**src/hw/rtl/zero_run_pixel_row_decoder_top_assert.svh**
```systemverilog
// ----------------------------------------------------------------------------
// Zero-run pixel row decoder assertion macros
// Clocked checks on clk, switched off while arst_n is low.
// ----------------------------------------------------------------------------
`ifndef ZERO_RUN_PIXEL_ROW_DECODER_TOP_ASSERT_SVH
`define ZERO_RUN_PIXEL_ROW_DECODER_TOP_ASSERT_SVH

// Same-cycle implication.
`define ZRPD_ASSERT_IMP(lbl, ante, cons, msg) \
	lbl: assert property (@(posedge clk) disable iff (!arst_n) (ante) |-> (cons)) \
		else $error(msg);

// Next-cycle implication.
`define ZRPD_ASSERT_NXT(lbl, ante, cons, msg) \
	lbl: assert property (@(posedge clk) disable iff (!arst_n) (ante) |=> (cons)) \
		else $error(msg);

`endif

```
**src/hw/rtl/zrpd_pkg.sv**
```systemverilog
// ----------------------------------------------------------------------------
// Zero-run pixel row decoder package
// Shared constants, controller states and command/status bundles.
// ----------------------------------------------------------------------------
package zrpd_pkg;

	localparam int CODE_W  = 8;
	localparam int CHUNK_LEN = 8;
	localparam int DATA_W  = 64;
	localparam int PART_W  = 56;
	localparam int VB_W    = 4;
	localparam int FILL_W  = 3;
	localparam int ROW_W   = 16;
	localparam int IDX_W   = 13;
	localparam int PAD_W   = 2;
	localparam int RUN_W   = 8;

	localparam logic [ROW_W-1:0] ROW_WIDTH_MIN   = 16'd8;
	localparam logic [ROW_W-1:0] ROW_WIDTH_RESET = 16'd8;

	typedef enum logic [1:0] {
		ZRPD_IDLE,
		ZRPD_RUN,
		ZRPD_TAIL,
		ZRPD_FINISH
	} zrpd_state_t;

	typedef struct packed {
		logic load;
		logic step;
		logic tail_close;
		logic mark;
		logic finish_move;
		logic clear;
		logic cfg_open;
	} zrpd_cmd_t;

	typedef struct packed {
		logic run_empty;
		logic p_valid;
		logic o_free;
		logic end_item;
		logic row_open;
	} zrpd_sts_t;

endpackage

```
**src/hw/rtl/zrpd_ctrl.sv**
```systemverilog
// ----------------------------------------------------------------------------
// Zero-run pixel row decoder controller
// Sequences one transaction: load, byte steps, tail padding, final flush.
// ----------------------------------------------------------------------------
module zrpd_ctrl
	import zrpd_pkg::*;
(
	input  logic      clk,
	input  logic      arst_n,
	input  logic      in_valid,
	input  zrpd_sts_t sts,
	output zrpd_cmd_t cmd,
	output logic      in_stall
);

	zrpd_state_t state_q;
	zrpd_state_t state_d;

	always_ff @(posedge clk or negedge arst_n) begin
		if (!arst_n) begin
			state_q <= ZRPD_IDLE;
		end else begin
			state_q <= state_d;
		end
	end

	always_comb begin
		state_d  = state_q;
		cmd      = '0;
		in_stall = 1'b1;
		case (state_q)
			ZRPD_IDLE: begin
				in_stall     = 1'b0;
				cmd.cfg_open = 1'b1;
				if (in_valid) begin
					cmd.load = 1'b1;
					state_d  = ZRPD_RUN;
				end
			end
			ZRPD_RUN: begin
				if (sts.run_empty) begin
					state_d = ZRPD_TAIL;
				end else if (!sts.p_valid || sts.o_free) begin
					cmd.step = 1'b1;
				end
			end
			ZRPD_TAIL: begin
				// close an open row at end of image
				if (sts.end_item && sts.row_open) begin
					cmd.tail_close = 1'b1;
					state_d        = ZRPD_RUN;
				end else begin
					state_d = ZRPD_FINISH;
				end
			end
			ZRPD_FINISH: begin
				if (sts.p_valid) begin
					if (sts.o_free) begin
						cmd.finish_move = 1'b1;
						cmd.clear       = sts.end_item;
						state_d         = ZRPD_IDLE;
					end
				end else if (sts.end_item) begin
					cmd.mark = 1'b1;
				end else begin
					state_d = ZRPD_IDLE;
				end
			end
			default: begin
				state_d = ZRPD_IDLE;
			end
		endcase
	end

endmodule

```
**src/hw/rtl/zrpd_dpath.sv**
```systemverilog
// ----------------------------------------------------------------------------
// Zero-run pixel row decoder datapath
// Row and chunk counters, chunk assembly, pending slot and output register.
// ----------------------------------------------------------------------------
module zrpd_dpath
	import zrpd_pkg::*;
(
	input  logic              clk,
	input  logic              arst_n,
	input  zrpd_cmd_t         cmd,
	output zrpd_sts_t         sts,
	input  logic [CODE_W-1:0] code_byte,
	input  logic              stream_end,
	input  logic              cfg_valid,
	input  logic [ROW_W-1:0]  cfg_data,
	input  logic              out_stall,
	output logic              out_valid,
	output logic [DATA_W-1:0] chunk_data,
	output logic [VB_W-1:0]   valid_bytes,
	output logic [ROW_W-1:0]  row_number,
	output logic [IDX_W-1:0]  chunk_index,
	output logic              row_done,
	output logic              image_done,
	output logic              last_of_run
);

	logic [ROW_W-1:0]  row_width_q;
	logic              await_q;
	logic [ROW_W-1:0]  column_q;
	logic [FILL_W-1:0] fill_q;
	logic [PART_W-1:0] partial_q;
	logic [IDX_W-1:0]  chunk_pos_q;
	logic [ROW_W-1:0]  row_cnt_q;
	logic [RUN_W-1:0]  run_left_q;
	logic [CODE_W-1:0] byte_val_q;
	logic              end_q;
	logic              closing_q;
	logic [PAD_W-1:0]  pad_left_q;

	logic              p_valid_q;
	logic [DATA_W-1:0] p_data_q;
	logic [VB_W-1:0]   p_vb_q;
	logic [ROW_W-1:0]  p_row_q;
	logic [IDX_W-1:0]  p_idx_q;
	logic              p_rdone_q;

	logic              o_valid_q;
	logic [DATA_W-1:0] o_data_q;
	logic [VB_W-1:0]   o_vb_q;
	logic [ROW_W-1:0]  o_row_q;
	logic [IDX_W-1:0]  o_idx_q;
	logic              o_rdone_q;
	logic              o_img_q;
	logic              o_last_q;

	logic [ROW_W-1:0]  eff_w;
	logic [PAD_W-1:0]  pad_w;
	logic [ROW_W-1:0]  rem_w;
	logic [VB_W-1:0]   space;
	logic [RUN_W-1:0]  run_min;
	logic [VB_W-1:0]   n_run;
	logic [VB_W-1:0]   n_pad;
	logic [VB_W-1:0]   n_add;
	logic [VB_W-1:0]   new_fill;
	logic              px_end;
	logic              done_row;
	logic              emit;
	logic              amend;
	logic [CODE_W-1:0] fill_val;
	logic [DATA_W-1:0] chunk_base;
	logic [DATA_W-1:0] new_data;
	logic              p_load;
	logic              o_load;
	logic              o_free;

	// effective width and padding to a multiple of four
	assign eff_w = (row_width_q < ROW_WIDTH_MIN) ? ROW_WIDTH_MIN : row_width_q;
	assign pad_w = PAD_W'(2'd0 - eff_w[PAD_W-1:0]);
	assign rem_w = (column_q >= eff_w) ? ROW_W'(1) : (eff_w - column_q);

	assign space   = VB_W'(CHUNK_LEN) - {1'b0, fill_q};
	assign run_min = (run_left_q < {4'd0, space}) ? run_left_q : {4'd0, space};
	assign n_run   = ({8'd0, run_min} <= rem_w) ? run_min[VB_W-1:0] : rem_w[VB_W-1:0];
	assign n_pad   = ({2'b00, pad_left_q} < space) ? {2'b00, pad_left_q} : space;
	assign n_add   = closing_q ? n_pad : n_run;
	assign new_fill = {1'b0, fill_q} + n_add;

	assign px_end   = !closing_q && (run_left_q != '0) && ({12'd0, n_run} == rem_w);
	assign done_row = closing_q ? ({2'b00, pad_left_q} == n_pad)
	                            : (px_end && (pad_w == '0));
	assign emit     = cmd.step && (done_row ? (new_fill != '0)
	                                        : (new_fill == VB_W'(CHUNK_LEN)));
	assign amend    = cmd.step && done_row && (new_fill == '0);

	assign fill_val   = closing_q ? '0 : byte_val_q;
	assign chunk_base = {8'd0, partial_q};

	always_comb begin
		for (int i = 0; i < CHUNK_LEN; i++) begin
			if ((i >= int'(fill_q)) && (i < int'(new_fill))) begin
				new_data[i*8 +: 8] = fill_val;
			end else begin
				new_data[i*8 +: 8] = chunk_base[i*8 +: 8];
			end
		end
	end

	assign o_free = !o_valid_q || !out_stall;
	assign p_load = emit || cmd.mark;
	assign o_load = (emit && p_valid_q) || cmd.finish_move;

	assign sts.run_empty = !closing_q && (run_left_q == '0);
	assign sts.p_valid   = p_valid_q;
	assign sts.o_free    = o_free;
	assign sts.end_item  = end_q;
	assign sts.row_open  = (column_q != '0);

	always_ff @(posedge clk or negedge arst_n) begin
		if (!arst_n) begin
			row_width_q <= ROW_WIDTH_RESET;
			await_q     <= 1'b0;
			column_q    <= '0;
			fill_q      <= '0;
			partial_q   <= '0;
			chunk_pos_q <= '0;
			row_cnt_q   <= '0;
			run_left_q  <= '0;
			end_q       <= 1'b0;
			closing_q   <= 1'b0;
			pad_left_q  <= '0;
			p_valid_q   <= 1'b0;
			o_valid_q   <= 1'b0;
		end else begin
			if (cmd.cfg_open && cfg_valid) begin
				row_width_q <= cfg_data;
			end
			if (cmd.load) begin
				end_q <= stream_end;
				if (await_q) begin
					await_q    <= 1'b0;
					run_left_q <= code_byte;
				end else if (code_byte == '0) begin
					await_q    <= 1'b1;
					run_left_q <= '0;
				end else begin
					run_left_q <= RUN_W'(1);
				end
			end
			if (cmd.step) begin
				if (closing_q) begin
					pad_left_q <= pad_left_q - n_add[PAD_W-1:0];
				end else begin
					run_left_q <= run_left_q - {4'd0, n_add};
					if (!done_row) begin
						column_q <= column_q + {12'd0, n_add};
					end
					if (px_end && (pad_w != '0)) begin
						closing_q  <= 1'b1;
						pad_left_q <= pad_w;
					end
				end
				if (done_row) begin
					column_q    <= '0;
					row_cnt_q   <= row_cnt_q + ROW_W'(1);
					chunk_pos_q <= '0;
					fill_q      <= '0;
					partial_q   <= '0;
					closing_q   <= 1'b0;
				end else if (emit) begin
					fill_q      <= '0;
					partial_q   <= '0;
					chunk_pos_q <= chunk_pos_q + IDX_W'(1);
				end else begin
					fill_q    <= new_fill[FILL_W-1:0];
					partial_q <= new_data[PART_W-1:0];
				end
			end
			if (cmd.tail_close) begin
				closing_q  <= 1'b1;
				pad_left_q <= pad_w;
			end
			if (cmd.clear) begin
				await_q     <= 1'b0;
				column_q    <= '0;
				fill_q      <= '0;
				partial_q   <= '0;
				chunk_pos_q <= '0;
				row_cnt_q   <= '0;
				closing_q   <= 1'b0;
				pad_left_q  <= '0;
			end
			if (p_load) begin
				p_valid_q <= 1'b1;
			end else if (cmd.finish_move) begin
				p_valid_q <= 1'b0;
			end
			if (o_load) begin
				o_valid_q <= 1'b1;
			end else if (!out_stall) begin
				o_valid_q <= 1'b0;
			end
		end
	end

	always_ff @(posedge clk) begin
		if (cmd.load) begin
			byte_val_q <= await_q ? '0 : code_byte;
		end
		if (p_load) begin
			p_data_q  <= cmd.mark ? '0 : new_data;
			p_vb_q    <= cmd.mark ? '0 : new_fill;
			p_row_q   <= row_cnt_q;
			p_idx_q   <= chunk_pos_q;
			p_rdone_q <= cmd.mark ? 1'b0 : done_row;
		end else if (amend && p_valid_q) begin
			p_rdone_q <= 1'b1;
		end
		if (o_load) begin
			o_data_q  <= p_data_q;
			o_vb_q    <= p_vb_q;
			o_row_q   <= p_row_q;
			o_idx_q   <= p_idx_q;
			o_rdone_q <= p_rdone_q;
			o_img_q   <= cmd.finish_move && end_q;
			o_last_q  <= cmd.finish_move;
		end
	end

	assign out_valid   = o_valid_q;
	assign chunk_data  = o_data_q;
	assign valid_bytes = o_vb_q;
	assign row_number  = o_row_q;
	assign chunk_index = o_idx_q;
	assign row_done    = o_rdone_q;
	assign image_done  = o_img_q;
	assign last_of_run = o_last_q;

endmodule

```
**src/hw/rtl/zero_run_pixel_row_decoder_top.sv**
```systemverilog
// ----------------------------------------------------------------------------
// Zero-run pixel row decoder top level
// Expands zero-run pixel codes into padded rows sent as tagged 8-byte chunks.
// ----------------------------------------------------------------------------
// Usage:
// - Input channel (in_valid / in_stall): one compressed byte per transaction,
//   with stream_end on the last byte of an image. A zero code followed by a
//   count byte gives that many zero pixels; any other code is one pixel.
// - Output channel (out_valid / out_stall): one chunk of up to eight row
//   bytes per transaction, tagged with row_number and chunk_index. row_done
//   closes a padded row, image_done the image, last_of_run the input item.
// - Configuration channel (cfg_valid / cfg_ready): cfg_data sets row_width;
//   cfg_ready is high only while the decoder is idle.
// Timing:
// - One transaction at a time. An item is loaded, then takes one step per
//   piece it places (a piece stops at a chunk, row, pad or run end), plus a
//   tail step to close a row at image end and a marker for the empty end.
// - Each chunk passes through a pending slot (where its flags are settled)
//   and the output register before it appears on the output.
// Reset: row_width returns to 8, all row and chunk counters clear.
// Stall: a stalled output holds its chunk; the sequencer halts while the
//   pending slot is full behind it; in_stall stays high till the item flushes.
// ----------------------------------------------------------------------------
`include "zero_run_pixel_row_decoder_top_assert.svh"

module zero_run_pixel_row_decoder_top
	import zrpd_pkg::*;
(
	input  logic              clk,
	input  logic              arst_n,
	// input channel
	input  logic              in_valid,
	output logic              in_stall,
	input  logic [CODE_W-1:0] code_byte,
	input  logic              stream_end,
	// configuration channel
	input  logic              cfg_valid,
	output logic              cfg_ready,
	input  logic [ROW_W-1:0]  cfg_data,
	// output channel
	output logic              out_valid,
	input  logic              out_stall,
	output logic [DATA_W-1:0] chunk_data,
	output logic [VB_W-1:0]   valid_bytes,
	output logic [ROW_W-1:0]  row_number,
	output logic [IDX_W-1:0]  chunk_index,
	output logic              row_done,
	output logic              image_done,
	output logic              last_of_run
);

	zrpd_cmd_t cmd;
	zrpd_sts_t sts;

	// controller: sequence each item, hold the input while busy
	zrpd_ctrl u_ctrl (
		.clk      (clk),
		.arst_n   (arst_n),
		.in_valid (in_valid),
		.sts      (sts),
		.cmd      (cmd),
		.in_stall (in_stall)
	);

	// datapath: assemble chunks, track rows, drive the output register
	zrpd_dpath u_dpath (
		.clk         (clk),
		.arst_n      (arst_n),
		.cmd         (cmd),
		.sts         (sts),
		.code_byte   (code_byte),
		.stream_end  (stream_end),
		.cfg_valid   (cfg_valid),
		.cfg_data    (cfg_data),
		.out_stall   (out_stall),
		.out_valid   (out_valid),
		.chunk_data  (chunk_data),
		.valid_bytes (valid_bytes),
		.row_number  (row_number),
		.chunk_index (chunk_index),
		.row_done    (row_done),
		.image_done  (image_done),
		.last_of_run (last_of_run)
	);

	// accept register writes only between transactions
	assign cfg_ready = cmd.cfg_open;

	// image end always closes the item
	`ZRPD_ASSERT_IMP(a_img_last, out_valid && image_done, last_of_run,
		"image_done without last_of_run")
	// an empty chunk is only the end-of-image marker
	`ZRPD_ASSERT_IMP(a_empty_marker, out_valid && (valid_bytes == '0),
		image_done && last_of_run && !row_done, "empty chunk is not a marker")
	// the pending slot is drained before the next item is taken
	`ZRPD_ASSERT_IMP(a_idle_drained, !in_stall, !sts.p_valid,
		"pending chunk left over while idle")
	// one item at a time
	`ZRPD_ASSERT_NXT(a_busy_after_accept, in_valid && !in_stall, in_stall,
		"input taken while an item is in progress")

endmodule

```
**config.mk**
```make
export PLATFORM = sky130hd
export DESIGN_NAME = zero_run_pixel_row_decoder_top
export DESIGN_NICKNAME = d
export VERILOG_FILES = /design/src/hw/rtl/zrpd_pkg.sv /design/src/hw/rtl/zrpd_ctrl.sv /design/src/hw/rtl/zrpd_dpath.sv /design/src/hw/rtl/zero_run_pixel_row_decoder_top.sv
export VERILOG_INCLUDE_DIRS = /design/src /design/src/hw/rtl
export SDC_FILE = /design/constraint.sdc
export NUM_CORES = 1
export LEC_CHECK = 0
export ABC_AREA = 0
export BUFFER_PORTS_ARGS = -buffer_cell sky130_fd_sc_hd__clkbuf_2
export CAP_MARGIN = 10
export CORE_UTILIZATION = 36
export DETAILED_ROUTE_END_ITERATION = 12
export PLACE_DENSITY_LB_ADDON = 0.3
export SETUP_SLACK_MARGIN = 0.3
export SLEW_MARGIN = 15
export SYNTH_ARGS = -nofsm -noshare
export SYNTH_HDL_FRONTEND = slang
export SYNTH_SLANG_ARGS = --single-unit
```
**constraint.sdc**
```tcl
create_clock -name clk -period 25.6 [get_ports clk]
set_clock_uncertainty 0.15 [all_clocks]
set_input_delay 1.28 -clock clk [delete_from_list [all_inputs] [get_ports clk]]
set_output_delay 1.28 -clock clk [all_outputs]
set_load 0.1 [all_outputs]
```
==> reports/results.txt <==
post-synth top area cell = edfxtp_1
DIE AREA = 46,100 um^2
1st-iter DRT viols = 895
gr ovfl total = 0
Synth-to-Final Area Change = 15.1%
Final Hold Viols = 0
unrepaired setup endpoints after global routing = no
CP peak stage delay = 0.74 ns
hold buffer count at CTS = 0
Resized Gates After CTS = 0
Area contributors post-synth = edfxtp_1 (38%), dfrtp_1 (21%), mux2i_1 (3.7%), ha_1 (3.6%), nor2_1 (2.5%)
TNS Setup = 0 ns
top cell type's share of synthesized area = 0.380
Worst Setup Start Kind = register
fmax = 0.111 GHz
type of destination of the critical path = register
core area = 44,400 um^2
sequential-to-total area share from yosys stat = 0.591
first-pass detailed-route iteration total = 5
vias in the first global route = 11,000
first-pass GRT wire length = 61,900 um
synthesized instance count = 1,358
met3 WL = 1720 um
Clock Latency Late Sink = 0.54 ns
Rel. slew slack = 0.198
Tcrit/Tclk final = 0.351
top_reg_cell synth = edfxtp_1
Final #Nets = 1,548
status = finished, final reports clean
I/O pin count = 133
yosys warns = 0
Critical Path RT = 25.61 ns
minimum clock period = 8.99 ns
Async SR Flop Fraction = 0.399
Critical Setup Path Class = register to register
slowest stage cell on the critical path = buf_4
pin count of the biggest net entering global routing = 86
Hold Path Class = register to register
CTS tree = built
vias = 11,200
distinct cell type count after synthesis = 88
highest metal used = met5
post-DR vias/cell = 5.36
Initial Util = 0.367
post-CTS setup buffer count = 0
cts bufs inserted = 37
worst slew pin tran = 1.20 ns
final setup fails = 0
clock tree buffer depth = 3
die width = 215 um
share of cells above drive strength 1 = 0.178
metal2 WL = 18,100 um
antenna-violating nets left = 0
routed wire length = 38,600 um
Slew Limit Fails = 0
std cell rows = 77
H-Tree Depth = 2
wl on met1 = 18,000 um
DP HPWL = 27,200 um
non-filler cells, final = 2,089
Worst EP arrival = 9.01 ns
GRT Resource Usage Total = 0.167
synth cell count leaders = edfxtp_1 (206), dfrtp_1 (136), nor2_1 (110)
FF+latch count, synth = 343
WL/cell = 18.5 um
I/O Buffers = 132
Max Cap Violations = 0
DR DRC count = 0
fillers = 4,149
routability-driven placement congestion ratio = 0.901
clock root cell = clkbuf_16
area of the mapped netlist = 16,300 um^2
Post-Syn Area per Cell = 12.0 um^2
most numerous cell in the Yosys netlist = edfxtp_1
placed insts = 2,020
CP dominant cell by count = a21oi_1
clock sink total = 343
clock transition at the registers of the reported paths = 0.06 ns
Crit Path Max Fanout = 65
antenna violations before repair = 3
number of flops mapped to enable cells by yosys = 206
Chip Height = 215 um
## kinds of logic (layout without fill, tap and decap cells)
kind of cell	count (synthesis)	count (layout)	share of synthesized area
AO/OA/AOI/OAI	309	309	0.143
XOR/XNOR	20	20	0.0108
adder cells (fa/ha/maj)	51	51	0.0410
buffers and inverters	136	271	0.0357
flip-flops	343	343	0.591
multiplexers	81	81	0.0514
other	1	5	0.000230
AND/OR/NAND/NOR	417	417	0.127
## routing by layer
layer  vias to the layer above  GRT usage
met3                        60     0.0260
met4                         4     0.0483
met2                       305      0.265
met1                      5543      0.237
met5                         -          0
li1                       5290          -
## metrics by stage
step / util / worst slack, ns / hold slack [ns] / instance area (um^2)
after detailed placement: 0.393 / 16.72 / 0.255 / 17500
final: 0.422 / 16.61 / 0.256 / 18700
after floorplan: - / 17.15 / 0.250 / 16300
after global routing: 0.422 / 15.89 / 0.272 / 18700
after global placement: 0.393 / 17.06 / 0.253 / 17500
after CTS: 0.422 / 16.67 / 0.252 / 18700
## layout by cell type, fill, tap and decap left out, types with 6 or more instances in the layout
cell	count
clkbuf_16	38
buf_4	13
nor4_1	16
clkinv_2	6
o2bb2ai_1	31
nor2b_1	25
nand4_1	7
nor2_1	110
o211ai_1	9
mux2i_1	60
mux2_2	21
nand2b_1	13
dfrtp_1	136
nor3_1	26
xnor2_1	12
o31ai_4	7
o21ai_0	51
clkbuf_2	131
and2_1	12
xor2_1	8
and3_1	19
a31o_1	6
a21oi_1	73
a21o_1	12
edfxtp_1	206
nand2_1	96
ha_1	47
a31oi_1	13
inv_1	57
or3_1	10
a32o_1	18
a22o_1	18
nand3_1	46
a211oi_1	10
## layout make-up
cell class | count | area, um^2 | area share
clock buffer | 43 | 980 | 0.0523
sequential | 343 | 9620 | 0.513
clock inverter | 25 | 295 | 0.0158
multi-input combinational | 882 | 6130 | 0.327
timing repair buffer | 145 | 764 | 0.0408
tap | 592 | 741 | 0.0395
inverter | 58 | 218 | 0.0116
antenna | 1 | 2.50 | 0.000134
## state kept, by name, summed over array words and instances, names as in the netlist, 2 cells and up
name and flops:
u_ctrl.state_q 2, u_dpath.byte_val_q 8, u_dpath.chunk_data 64, u_dpath.chunk_index 13
u_dpath.chunk_pos_q 13, u_dpath.column_q 16, u_dpath.fill_q 3, u_dpath.p_data_q 64
u_dpath.p_idx_q 13, u_dpath.p_row_q 16, u_dpath.p_vb_q 4, u_dpath.pad_left_q 2
u_dpath.partial_q 56, u_dpath.row_cnt_q 16, u_dpath.row_number 16, u_dpath.row_width_q 16
u_dpath.run_left_q 8, u_dpath.valid_bytes 4
## worst max-delay path, delay by kind of cell (launching register included)
kind	cells	cell delay [ns]
AO/OA/AOI/OAI	9	2.80
AND/OR/NAND/NOR	9	2.40
adder cells (fa/ha/maj)	5	1.48
buffers and inverters	3	0.85
flip-flops	1	0.41
XOR/XNOR	1	0.30
multiplexers	1	0.17
## final timing paths
path	cells after the start	to	slack, ns	start
min reg2reg	0	u_dpath.chunk_index[1]	0.26	u_dpath.p_idx_q[1]
min in group asynchronous	1	u_dpath.partial_q[45]	0.62	arst_n
min	0	u_dpath.chunk_index[1]	0.26	u_dpath.p_idx_q[1]
max reg2reg	28	u_dpath.p_data_q[36]	16.61	u_dpath.row_width_q[11]
max	28	u_dpath.p_data_q[36]	16.61	u_dpath.row_width_q[11]
max in group asynchronous	2	u_dpath.pad_left_q[1]	23.42	arst_n
Power is not shown: default switching activity piles up to over one toggle a cycle in this logic, so the estimate is an artifact.
